File: src/hdl/sds_pkg.sv
// Shared types and constants for the SAD stereo disparity search unit.
// No dependencies; used by the top level, sds_cell and sds_best.
package sds_pkg;

  // Sequencer states
  typedef enum logic [2:0] {
    ST_IDLE,
    ST_EDGE,
    ST_ECHK,
    ST_RUN,
    ST_WAIT,
    ST_FIN
  } state_t;

  // Control token that travels down the cell chain with each window row
  typedef struct packed {
    logic valid;
    logic first;  // first window row of a candidate
    logic last;   // last window row of a candidate
    logic fin;    // last row of the last candidate
  } token_t;

  // Configuration register indexes
  localparam logic [2:0] REG_WINDOW = 3'd0;
  localparam logic [2:0] REG_DMIN   = 3'd1;
  localparam logic [2:0] REG_DMAX   = 3'd2;
  localparam logic [2:0] REG_VRANGE = 3'd3;
  localparam logic [2:0] REG_THRESH = 3'd4;
  localparam logic [2:0] REG_WIDTH  = 3'd5;
  localparam logic [2:0] REG_HEIGHT = 3'd6;

  // Register reset values
  localparam logic [4:0]  RST_WINDOW = 5'd8;
  localparam logic [6:0]  RST_DMIN   = 7'd0;
  localparam logic [6:0]  RST_DMAX   = 7'd16;
  localparam logic [2:0]  RST_VRANGE = 3'd0;
  localparam logic [7:0]  RST_THRESH = 8'd0;
  localparam logic [10:0] RST_WIDTH  = 11'd640;
  localparam logic [10:0] RST_HEIGHT = 11'd480;

  // Best score starts here; a candidate must be strictly lower
  localparam logic [15:0] SCORE_START = 16'd65532;

endpackage

File: src/hdl/sds_cell.sv
// One cell of the SAD chain: adds the broadcast difference of its column.
// Depends on sds_pkg (token_t).
module sds_cell #(
  parameter int IDX = 0,
  parameter int SW  = 12,
  parameter int WW  = 5
) (
  input  logic                  clk,
  input  logic                  rst_n,
  input  logic [WW-1:0]         win,
  input  sds_pkg::token_t       tok_in,
  input  logic [SW-1:0]         sum_in,
  input  logic [7:0]            diff,
  output sds_pkg::token_t       tok_out,
  output logic [SW-1:0]         sum_out
);

  sds_pkg::token_t tok_r;
  logic [SW-1:0]   sum_r;
  logic            use_diff;

  // cells past the window width just pass the row sum on
  assign use_diff = tok_in.valid && (int'(win) > IDX);

  always_ff @(posedge clk) begin
    if (!rst_n) begin
      tok_r <= '0;
    end else begin
      tok_r <= tok_in;
    end
    sum_r <= use_diff ? SW'(sum_in + SW'(diff)) : sum_in;
  end

  assign tok_out = tok_r;
  assign sum_out = sum_r;

endmodule

File: config.mk
export PLATFORM = sky130hd
export DESIGN_NAME = sds_cell
export DESIGN_NICKNAME = d
export VERILOG_FILES = /design/src/hdl/sds_pkg.sv /design/src/hdl/sds_cell.sv
export SDC_FILE = /design/constraint.sdc
export NUM_CORES = 1
export LEC_CHECK = 0
export ABC_AREA = 1
export BUFFER_PORTS_ARGS = -buffer_cell sky130_fd_sc_hd__buf_2
export CORE_ASPECT_RATIO = 0.6
export CORE_UTILIZATION = 45
export CTS_CLUSTER_DIAMETER = 60
export DETAILED_ROUTE_END_ITERATION = 12
export PLACE_DENSITY = 0.75
export SLEW_MARGIN = 20
export SYNTH_ARGS = -nofsm -noshare
export SYNTH_HDL_FRONTEND = slang
export SYNTH_SLANG_ARGS = --single-unit
File: constraint.sdc
create_clock -name clk -period 2.53 [get_ports clk]
set_clock_uncertainty 0.05 [all_clocks]
set_input_delay 0.3795 -clock clk [delete_from_list [all_inputs] [get_ports clk]]
set_output_delay 0.3795 -clock clk [all_outputs]
set_load 0.01 [all_outputs]
==> metrics.csv <==
metric;value;unit
status;completed;
drtIter0Drc;57;
die_h;38.65;µm
tightest_slew;0.4108;ns
routed-wl-met2;1107;µm
final_cell_area;1323;µm²
syn_inst;153;
power_per_cell_area;540.4;nW/µm²
track_usage;23.64;%
fin_nets;243;
cp-start-kind;input port;
hp-class;in -> reg;
setup_viol;0;
drv_cap;0;
placed_area;1267;µm²
synth_top_area_share;31.80;%
boundaryPins;47;
grt_antenna_before_repair;0;
critPathKind;in -> reg;
core_area;1967;µm²
n_antenna_cell;0;
layout_commonest_cell;nand2_1;
min_to;tok_out[0];
peakVddDrop;0.2669;mV
worstHoldStart;tok_in[0];
synth_area;1007;µm²
dp_hpwl;1983;µm
cp_max_fo;4;
postCtsHoldBufs;0;
setup-tns-final;0;ns
cts_tree;yes;
place_congestion;0.8980;
root_buffer;clkbuf_8;
mostFrequentLayoutCells;59 x nand2_1, 46 x buf_2, 18 x inv_1;
antenna_left;0;
endpoint_kind;flip-flop;
slew_headroom;72.55;%
fp.dieArea;2438;µm²
ys_top_cells_by_area;dfxtp_1 32%, nand2_1 22%, ha_1 9.9%, inv_1 6.7%, nand3_1 6.0%;
cts_resized;0;
p_leak;0.0007831;µW
hold_violations;0;
synth_largest_area_cell;dfxtp_1;
syn_avg_cell_area;6.583;µm²
row_count;12;
grt_pass1_vias;977;
maxUsedRoutingLayer;met4;
fin_util;67.24;%
dr_wl_met3;241;µm
numCtsBuffers;3;
crit_required;2.64;ns
grt_max_degree;12;
synth-warning-count;0;
start_util;51.21;%
yosysSeqAreaShare;31.80;%
fp.dieW;63.08;µm
via_per_inst;4.748;
ys_ff_latch;16;
drc;0;
htree_levels;1;
post_drt_wl_per_cell;11.00;µm
synth.distinct_cells;22;
grt_pass1_wl;4140;µm
io_buffers;46;
grt_overflow;0;
fmax;0.5977;GHz
met1_length;1159;µm
min_delay_path_depth;3;
firstDrtPassIters;4;
wl;2530;µm
postCtsSetupBuffers;0;
synth_nets;193;
critPathArrivalTime;1.78;ns
clkTransAtPathRegs;0.07;ns
clockBufferDepth;2;
slew_violations;0;
period_minus_slack;1.673;ns
min_period_over_period;66.13;%
vias;1092;
areaGrowthSynthToFinish;31.30;%
grt_setup_unrepaired;false;
drive_gt1_share;29.21;%
clock_sinks;16;
report_power, final:
| group | leakage, µW | switching, µW | internal, µW | total, µW |
|---|---|---|---|---|
| Combinational | 0.000620 | 119 | 83.7 | 203 |
| Clock | 0.0000288 | 91.5 | 138 | 230 |
| Sequential | 0.000135 | 5.05 | 277 | 282 |
| Total | 0.000783 | 216 | 499 | 715 |
registers in the layout, indices dropped and copies added (netlist names):
name	count
sum_out	12
tok_out	4
cells in the mapped netlist:
cell type  instances
a21boi_1           1
a21oi_1            4
and2_1             1
buf_2              1
dfxtp_1           16
fa_1               1
ha_1               8
inv_1             18
inv_2              3
nand2_1           59
nand2_2            3
nand3_1           12
nand3_2            1
nand3b_1           4
nor2_1            11
nor2_4             1
o21a_1             1
o21ai_0            3
o21ai_1            2
o21ai_2            1
or2_0              1
xor2_1             1
metrics by stage:
stage | setup WS, ns | power (µW) | cells | hold WS [ns]
final | 0.8568 | 714.7 | 230 | 0.2611
after global routing | 0.7604 | 761.6 | 230 | 0.2665
after CTS | 0.8873 | 718.9 | 230 | 0.2603
after detailed placement | 0.6470 | 487.1 | 226 | 0.5199
after global placement | 0.7049 | 481.7 | 226 | 0.5164
after floorplan | 0.8983 | 413.3 | 153 | 0.4230
per-layer routing:
layer | track usage, % | up-vias
li1 | - | 574
met1 | 28.52 | 458
met2 | 39.52 | 56
met3 | 7.353 | 4
met4 | 11.05 | 0
met5 | 0 | -
worst max-delay path, cell delays in order:
cell and delay (ns):
buf_2 0.09, ha_1 0.20, inv_1 0.07, fa_1 0.44
o21ai_2 0.21, nand2_1 0.10, nand2_2 0.10, nand2_1 0.06
nand2_1 0.08, nand2_1 0.05
cell families after synthesis:
family	Yosys count	synth area share [%]
DFF	16	31.80
adders and majority gates	9	11.93
xor gates and xnor gates	1	0.8697
AOI/OAI and AO/OA	12	6.833
buffers and inverters	22	8.322
and+or+nand+nor	93	40.25
final cells by class:
type                       instances  area (µm²)
fill                             187       644.4
timing repair buffer              46       230.2
multi-input combinational        115       603.1
inverter                          21       78.83
tap                               28       35.03
sequential                        16       320.3
clock buffer                       4       55.05
worst max-delay path by stage:
stage | start | to | slack, ns
finish | sum_in[0] | sum_out[10] | 0.86
global placement | sum_in[0] | sum_out[8] | 0.70
detailed placement | sum_in[0] | sum_out[8] | 0.65
CTS | sum_in[0] | sum_out[10] | 0.89
global route | sum_in[0] | sum_out[8] | 0.76
floorplan | sum_in[0] | sum_out[8] | 0.90
Power figures use the tool's default switching activity.
