$ cat src/hdl/sds_pkg.sv
// Shared types and constants for the SAD stereo disparity search unit.
// No dependencies; used by the top level, sds_cell and sds_best.
package sds_pkg;

  // Sequencer states
  typedef enum logic [2:0] {
    ST_IDLE,
    ST_EDGE,
    ST_ECHK,
    ST_RUN,
    ST_WAIT,
    ST_FIN
  } state_t;

  // Control token that travels down the cell chain with each window row
  typedef struct packed {
    logic valid;
    logic first;  // first window row of a candidate
    logic last;   // last window row of a candidate
    logic fin;    // last row of the last candidate
  } token_t;

  // Configuration register indexes
  localparam logic [2:0] REG_WINDOW = 3'd0;
  localparam logic [2:0] REG_DMIN   = 3'd1;
  localparam logic [2:0] REG_DMAX   = 3'd2;
  localparam logic [2:0] REG_VRANGE = 3'd3;
  localparam logic [2:0] REG_THRESH = 3'd4;
  localparam logic [2:0] REG_WIDTH  = 3'd5;
  localparam logic [2:0] REG_HEIGHT = 3'd6;

  // Register reset values
  localparam logic [4:0]  RST_WINDOW = 5'd8;
  localparam logic [6:0]  RST_DMIN   = 7'd0;
  localparam logic [6:0]  RST_DMAX   = 7'd16;
  localparam logic [2:0]  RST_VRANGE = 3'd0;
  localparam logic [7:0]  RST_THRESH = 8'd0;
  localparam logic [10:0] RST_WIDTH  = 11'd640;
  localparam logic [10:0] RST_HEIGHT = 11'd480;

  // Best score starts here; a candidate must be strictly lower
  localparam logic [15:0] SCORE_START = 16'd65532;

endpackage

$ cat src/hdl/sds_best.sv
// Window accumulator and best-candidate tracker at the end of the cell chain.
// Depends on sds_pkg (token_t, SCORE_START).
module sds_best #(
  parameter int PW = 16,
  parameter int SW = 12,
  parameter int UW = 5,
  parameter int MAX_WINDOW = 16
) (
  input  logic                  clk,
  input  logic                  rst_n,
  input  logic                  init,
  input  logic signed [PW-1:0]  dmin,
  input  logic signed [PW-1:0]  dmax,
  input  logic signed [PW-1:0]  up,
  input  sds_pkg::token_t       tok,
  input  logic [SW-1:0]         sum,
  output logic signed [PW-1:0]  best_d,
  output logic [UW-1:0]         best_ud,
  output logic                  done
);

  localparam int AW = $clog2(MAX_WINDOW * MAX_WINDOW * 255 + 1);
  localparam int BW = (AW > 16) ? AW : 16;

  logic [AW-1:0]        acc_r, tot;
  logic [BW-1:0]        best_r;
  logic signed [PW-1:0] bd_r, ed_r;
  logic [UW-1:0]        bud_r, eud_r;
  logic                 done_r;

  assign tot = tok.first ? AW'(sum) : AW'(acc_r + AW'(sum));

  // ed/eud follow the candidate order of the issuing sequencer
  always_ff @(posedge clk) begin
    if (!rst_n) begin
      done_r <= 1'b0;
    end else if (init) begin
      done_r <= 1'b0;
    end else if (tok.valid && tok.fin) begin
      done_r <= 1'b1;
    end
    if (init) begin
      best_r <= BW'(sds_pkg::SCORE_START);
      bd_r   <= '0;
      bud_r  <= UW'(up);
      ed_r   <= dmin;
      eud_r  <= '0;
    end else if (tok.valid) begin
      acc_r <= tot;
      if (tok.last) begin
        if (BW'(tot) < best_r) begin
          best_r <= BW'(tot);
          bd_r   <= ed_r;
          bud_r  <= eud_r;
        end
        if (ed_r == dmax) begin
          ed_r  <= dmin;
          eud_r <= UW'(eud_r + 1'b1);
        end else begin
          ed_r <= PW'(ed_r + 1);
        end
      end
    end
  end

  assign best_d  = bd_r;
  assign best_ud = bud_r;
  assign done    = done_r;

endmodule

$ cat config.mk
export PLATFORM = sky130hd
export DESIGN_NAME = sds_best
export DESIGN_NICKNAME = d
export VERILOG_FILES = /design/src/hdl/sds_pkg.sv /design/src/hdl/sds_best.sv
export SDC_FILE = /design/constraint.sdc
export NUM_CORES = 1
export LEC_CHECK = 0
export ABC_AREA = 1
export BUFFER_PORTS_ARGS = -buffer_cell sky130_fd_sc_hd__buf_2
export CAP_MARGIN = 20
export CELL_PAD_IN_SITES_DETAIL_PLACEMENT = 0
export CELL_PAD_IN_SITES_GLOBAL_PLACEMENT = 1
export CORE_MARGIN = 2
export CORE_UTILIZATION = 34
export DETAILED_ROUTE_END_ITERATION = 6
export PLACE_DENSITY_LB_ADDON = 0.1
export RECOVER_POWER = 25
export SYNTH_ARGS = -nofsm -noshare
export SYNTH_HDL_FRONTEND = slang
export SYNTH_SLANG_ARGS = --single-unit
export TNS_END_PERCENT = 1
$ cat constraint.sdc
create_clock -name clk -period 5.86 [get_ports clk]
set_clock_uncertainty 0.05 [all_clocks]
set_input_delay 0.879 -clock clk [delete_from_list [all_inputs] [get_ports clk]]
set_output_delay 0.879 -clock clk [all_outputs]
set_load 0.02 [all_outputs]
==> run_results.csv, run 1 <==
group,metric,value,unit
drt,drt_pass1_iterations,4,
job,drv_cap,1,
sta,clock.fmax,228.3,MHz
worst_setup_path,ff2ff_setup_slack,1800,ps
clocking,clkLatencyLatePin,330,ps
synthesis,yosys-top-cells-area,"edfxtp_1, dfxtp_1, nand2_1",
hold_path,hp-class,"register to register",
worst_setup_path,crit_fanout,33,
sta,period_share,74.75,%
sta,tightestPinTransition,2373,ps
sta,rsz0062_at_grt,"no",
synthesis,yosysMostFrequentCell,"nand2_1",
pwr,power.density,262.8,nW/µm²
floorplanning,die_h,122.7,µm
floorplanning,rows,43,
worst_setup_path,rr_worst_depth,20,
synthesis,ys_types,38,
clocking,cts_sinks,75,
worst_setup_path,path_common_cell,"nand2_1",
floorplanning,initial_utilization,34.64,%
drt,vias_per_cell,4.682,
cells_and_area,area_delta_synth_final,16.30,%
drt,dr_total_vias,4195,
status,violations,"max-capacitance violations, max-slew violations",
worst_setup_path,critical_path_class,"input port to register",
synthesis,synth.avg_cell_area,7.484,µm²
pwr,p_leak,2.792,nW
synthesis,syn-cell-area,4790,µm²
synthesis,async_flop_share,0,%
clocking,clkTransAtPathRegs,60,ps
synthesis,ys.flop_type,"dfxtp_1",
placed_design,place_congestion,0.8293,
pwr,peakVddDrop,0.1164,mV
placed_design,port_buffers,77,
worst_setup_path,worstPathRequired,5800,ps
synthesis,yosys-top-cells-count,"nand2_1, inv_1, nand3_1, dfxtp_1, nor2_1",
global_route,met3_usage,2.974,%
clocking,cts-root-buf,"clkbuf_16",
placed_design,dpl_worst_slack,1152,ps
global_route,grt_busiest_layer,"met2",
floorplanning,die_w,122.7,µm
drt,routed_wirelength,11830,µm
worst_setup_path,rr_startpoint,"acc_r[0]",
clocking,cts_inserted_buffers,9,
drt,drtAntennaViolNets,0,
sta,slew_headroom,-58.19,%
synthesis,synthCells,640,
cells_and_area,fin_nets,808,
clocking,ctsResizeCount,0,
hold_path,min_path_cells,2,
drt,drcViolationCount,0,
worst_setup_path,reg2reg_to,"best_ud[0]",
pwr,power,1.464,mW
worst_setup_path,end_kind,"register",
floorplanning,io_pins,89,
global_route,use_met1,20.43,%
floorplanning,core_area,13830,µm²
global_route,antenna_found_initial,0,
synthesis,synth_top_cell_area_share,23.20,%
synthesis,ys_warn_count,0,
synthesis,ys_seq_area_share,39.08,%
clocking,post_cts_buffers,0,
cells_and_area,fin_cells,896,
clocking,cts_hold_buf,0,
clocking,cts_tree,"done",
sta,finalSetupTns,0,ps
drt,wl_per_cell,13.20,µm
cells_and_area,antenna_cells,0,
hold_path,hold_end,"best_r[2]",
sta,hold_viol,0,
synthesis,ys_ff_latch,75,
clocking,cts_buffer_depth,2,
status,status,"finished, violations left",
worst_setup_path,arrival,4320,ps
synthesis,synth_fp_nets,737,
cells_and_area,fin_area,5570,µm²
sta,timing.final.ws_setup,1480,ps
worst_setup_path,cpMaxStageDelayCell,"inv_2",
sta,worst_hold_slack,408.2,ps
worst_setup_path,max_stage_delay,390,ps
drt,drtIter0Drc,153,
cells_and_area,final_util,40.29,%
synthesis,synth_edf_count,37,
clocking,cts_max_level,3,
sta,period_needed,4380,ps
placed_design,hpwl,8864,µm
cells_and_area,drive_gt1_share,13.41,%
global_route,grt_max_degree,56,
cells_and_area,fillCellCount,1464,
floorplanning,dieArea,15050,µm²
hold_path,hold_start,"best_r[2]",
synthesis,synth_area_leader_cell,"edfxtp_1",
placed_design,dpl-instance-area,5300,µm²
worst_setup_path,start_kind,"input port",
global_route,overflow,0,
global_route,track_usage,16.53,%
global_route,grt_pass1_wl,19440,µm
global_route,grt_pass1_vias,4168,
worst_setup_path,path_cells,"buf_2 > ha_1 > inv_1 > fa_1 > inv_1 > nand3_1 > nand3_1 > nand2_1 > nand2_1 > nand3_1 > nand3_1 > nand2_1 > nor2_1 > ha_1 > nand2_1 > nor2_1 > nor2_1 > o21ai_1 > inv_2 > nand2_4 > nand2_1",
sta,setup_viol,0,
global_route,use_met2,28.07,%
placed_design,dp_cells,880,
sta,slew_viol_final,56,
layout by cell type (no fill, tap or decap), types with 9 or more instances in the layout:
master,instances
nand2_1,187
inv_1,88
nand3_1,73
buf_2,63
nor2_1,38
dfxtp_1,38
edfxtp_1,37
ha_1,29
nand4_1,27
a21oi_1,25
xnor2_1,20
clkbuf_1,17
o21ai_0,14
xor2_1,10
clkbuf_16,9
where the power goes:
group          internal [mW]  switching, mW  leakage [nW]
Combinational          0.107          0.178          1.97
Sequential             0.595         0.0296         0.675
Clock                  0.339          0.216         0.145
sequential cells by signal, summed over array words and instances, names as in the netlist:
name     flops
acc_r       16
eud_r        5
best_r      16
ed_r        16
best_ud      5
best_d      16
done         1
cells by family (layout without fill, tap and decap cells):
group | after synthesis | in the layout | synth area share, %
multiplexers | 2 | 2 | 0.4180
adder cells (fa/ha/maj) | 30 | 30 | 7.994
AND/OR/NAND/NOR | 345 | 345 | 31.87
AO/OA/AOI/OAI | 49 | 49 | 5.643
buffers and inverters | 109 | 185 | 9.509
XOR/XNOR | 30 | 30 | 5.486
flip-flops | 75 | 75 | 39.08
final cells by class:
| type | instances | area [µm²] | area share (%) |
|---|---|---|---|
| tap | 180 | 225.2 | 4.043 |
| clock buffer | 11 | 242.7 | 4.358 |
| inverter | 90 | 340.3 | 6.110 |
| clock inverter | 5 | 52.55 | 0.9434 |
| sequential | 75 | 1872 | 33.60 |
| multi-input combinational | 456 | 2462 | 44.20 |
| timing repair buffer | 79 | 375.4 | 6.739 |
layer usage:
metal / vias up / wire (µm)
li1: 2224 / -
met1: 1877 / 5600
met2: 73 / 5538
met4: 0 / 359
met3: 21 / 332
met5: - / 0
worst max-delay path: cells and delay by family:
kind,cells,cell delay [ps]
simple gates,13,1740
buf+inv,4,680
compound gates,1,130
fa+ha+maj,3,870
worst max path at each step:
stage            from    endpoint  slack [ps]  depth (start not counted)
6_report       sum[0]  best_ud[0]        1480                         21
5_1_grt        sum[0]  best_ud[0]        1110                         21
3_3_place_gp   sum[0]  best_ud[3]        1180                         21
2_1_floorplan  sum[0]  best_ud[0]        2210                         18
3_5_place_dp   sum[0]  best_ud[3]        1150                         21
4_1_cts        sum[0]  best_ud[3]        1480                         21
Power figures use the tool's default switching activity.
==> run 2, diff against run 1 <==
==> constraint.sdc (replaced) <==
create_clock -name clk -period 4.43 [get_ports clk]
set_clock_uncertainty 0.05 [all_clocks]
set_input_delay 0.6645 -clock clk [delete_from_list [all_inputs] [get_ports clk]]
set_output_delay 0.6645 -clock clk [all_outputs]
set_load 0.02 [all_outputs]
==> run_results.csv, run 2 (synthesis results as in run 1) <==
group,metric,value,unit
floorplanning,io_pins,89,
pwr,swShare,28.75,%
hold_path,hp-class,"register to register",
job,drv_cap,0,
pwr,power,1.934,mW
global_route,grt_pass1_vias,4157,
placed_design,dpl-instance-area,5323,µm²
worst_setup_path,start_kind,"input port",
clocking,clkLatencyLatePin,330,ps
pwr,p_switching,0.5562,mW
sta,period_needed,3673,ps
global_route,antenna_found_initial,0,
drt,drcViolationCount,0,
global_route,grt_max_degree,48,
worst_setup_path,worstPathRequired,4650,ps
cells_and_area,final_cell_mix,"nand2_1, inv_1, nand3_1, buf_2",
global_route,use_met2,29.01,%
clocking,ctsResizeCount,0,
global_route,met3_usage,2.928,%
drt,wl_per_cell,13.17,µm
clocking,clkTransAtPathRegs,60,ps
sta,hold_viol,0,
floorplanning,die_h,122.7,µm
worst_setup_path,critical_path_class,"input port to register",
cells_and_area,final_common_cell,"nand2_1",
worst_setup_path,reg2reg_to,"best_d[0]",
placed_design,place_congestion,0.8036,
global_route,use_met1,21.00,%
sta,period_share,82.92,%
cells_and_area,fin_cells,899,
pwr,seqPwrFrac,42.8,%
drt,dr_total_vias,4207,
sta,tightestPinTransition,999.6,ps
global_route,overflow,0,
worst_setup_path,crit_fanout,32,
pwr,internal_power,1.378,mW
placed_design,hpwl,8896,µm
global_route,grt_pass1_wl,19690,µm
floorplanning,die_w,122.7,µm
worst_setup_path,ff2ff_setup_slack,850,ps
clocking,cts_tree,"done",
sta,setup_viol,0,
floorplanning,initial_utilization,34.64,%
sta,clock.fmax,272.2,MHz
pwr,p_comb_share,19.6,%
status,status,"completed",
pwr,power_frac_clock,37.6,%
cells_and_area,area_delta_synth_final,16.88,%
drt,drtIter0Drc,206,
sta,slew_viol_final,0,
clocking,cts-root-buf,"clkbuf_16",
placed_design,port_buffers,77,
clocking,cts_inserted_buffers,9,
sta,finalSetupTns,0,ps
clocking,cts_buffer_depth,2,
worst_setup_path,arrival,3900,ps
floorplanning,dieArea,15050,µm²
pwr,power.density,345.6,nW/µm²
cells_and_area,fin_nets,811,
clocking,cts_hold_buf,0,
global_route,grt_busiest_layer,"met2",
cells_and_area,antenna_cells,0,
drt,drtAntennaViolNets,0,
pwr,peakVddDrop,0.1662,mV
sta,rsz0062_at_grt,"no",
clocking,post_cts_buffers,0,
drt,routed_wirelength,11840,µm
clocking,cts_max_level,3,
sta,slew_headroom,33.36,%
floorplanning,rows,43,
worst_setup_path,rr_worst_depth,20,
drt,drt_pass1_iterations,6,
hold_path,min_path_cells,2,
cells_and_area,drive_gt1_share,14.05,%
clocking,cts_sinks,75,
hold_path,hold_start,"best_r[6]",
worst_setup_path,rr_startpoint,"acc_r[0]",
placed_design,dp_cells,883,
global_route,track_usage,16.77,%
floorplanning,core_area,13830,µm²
cells_and_area,fin_area,5598,µm²
pwr,p_leak,2.814,nW
drt,vias_per_cell,4.680,
hold_path,hold_end,"best_r[6]",
worst_setup_path,end_kind,"register",
## run 2: power groups by stage
stage	sequential, mW	clock, mW	combinational (mW)
2_1_floorplan	0.845	0	0.266
3_3_place_gp	0.840	0	0.380
3_5_place_dp	0.841	0	0.384
4_1_cts	0.827	0.749	0.387
5_1_grt	0.834	0.779	0.442
6_report	0.827	0.728	0.380
## run 2: worst max-delay path, cell delays in order
cell	delay (ps)
buf_2	90
ha_1	210
inv_1	70
fa_1	360
inv_1	130
nand3_1	80
nand3_1	140
nand2_1	100
nand2_1	120
nand3_1	110
nand3_1	90
nand2_1	60
nor2_1	270
ha_1	220
nand4_1	150
o21ai_1	320
inv_2	90
nand2_4	80
buf_4	320
nand3_1	110
nand2_1	80
## run 2: how the worst max path moves through the flow
| stage | from | endpoint |
|---|---|---|
| 6_report | sum[0] | best_d[0] |
| 2_1_floorplan | sum[0] | best_ud[0] |
| 5_1_grt | sum[0] | best_d[0] |
| 3_3_place_gp | sum[0] | best_d[14] |
| 3_5_place_dp | sum[0] | best_r[11] |
| 4_1_cts | sum[0] | best_r[11] |
## run 2: metrics by stage
stage / setup WS (ps) / utilization, % / hold slack [ps]
after global placement: 484.9 / 38.49 / 387.6
after global routing: 435.8 / 40.49 / 426.4
after CTS: 769.2 / 40.63 / 410.9
after detailed placement: 453.3 / 38.49 / 397.1
final: 756.6 / 40.49 / 405.2
after floorplan: 991.0 / - / 378.9
## run 2: area by class of cell
class                           instances  area [µm²]
Timing Repair Buffer                   82       402.9
Clock inverter                          5       52.55
Clock buffer                           11       242.7
Fill cell                            1440        8229
Sequential cell                        75        1872
Inverter                               90       340.3
Tap cell                              180       225.2
Multi-Input combinational cell        456        2462
## run 2: layer usage
metal | up-vias | routed length [µm]
met5 | - | 0
met2 | 84 | 5669
met3 | 16 | 374
met1 | 1874 | 5555
li1 | 2233 | -
met4 | 0 | 240
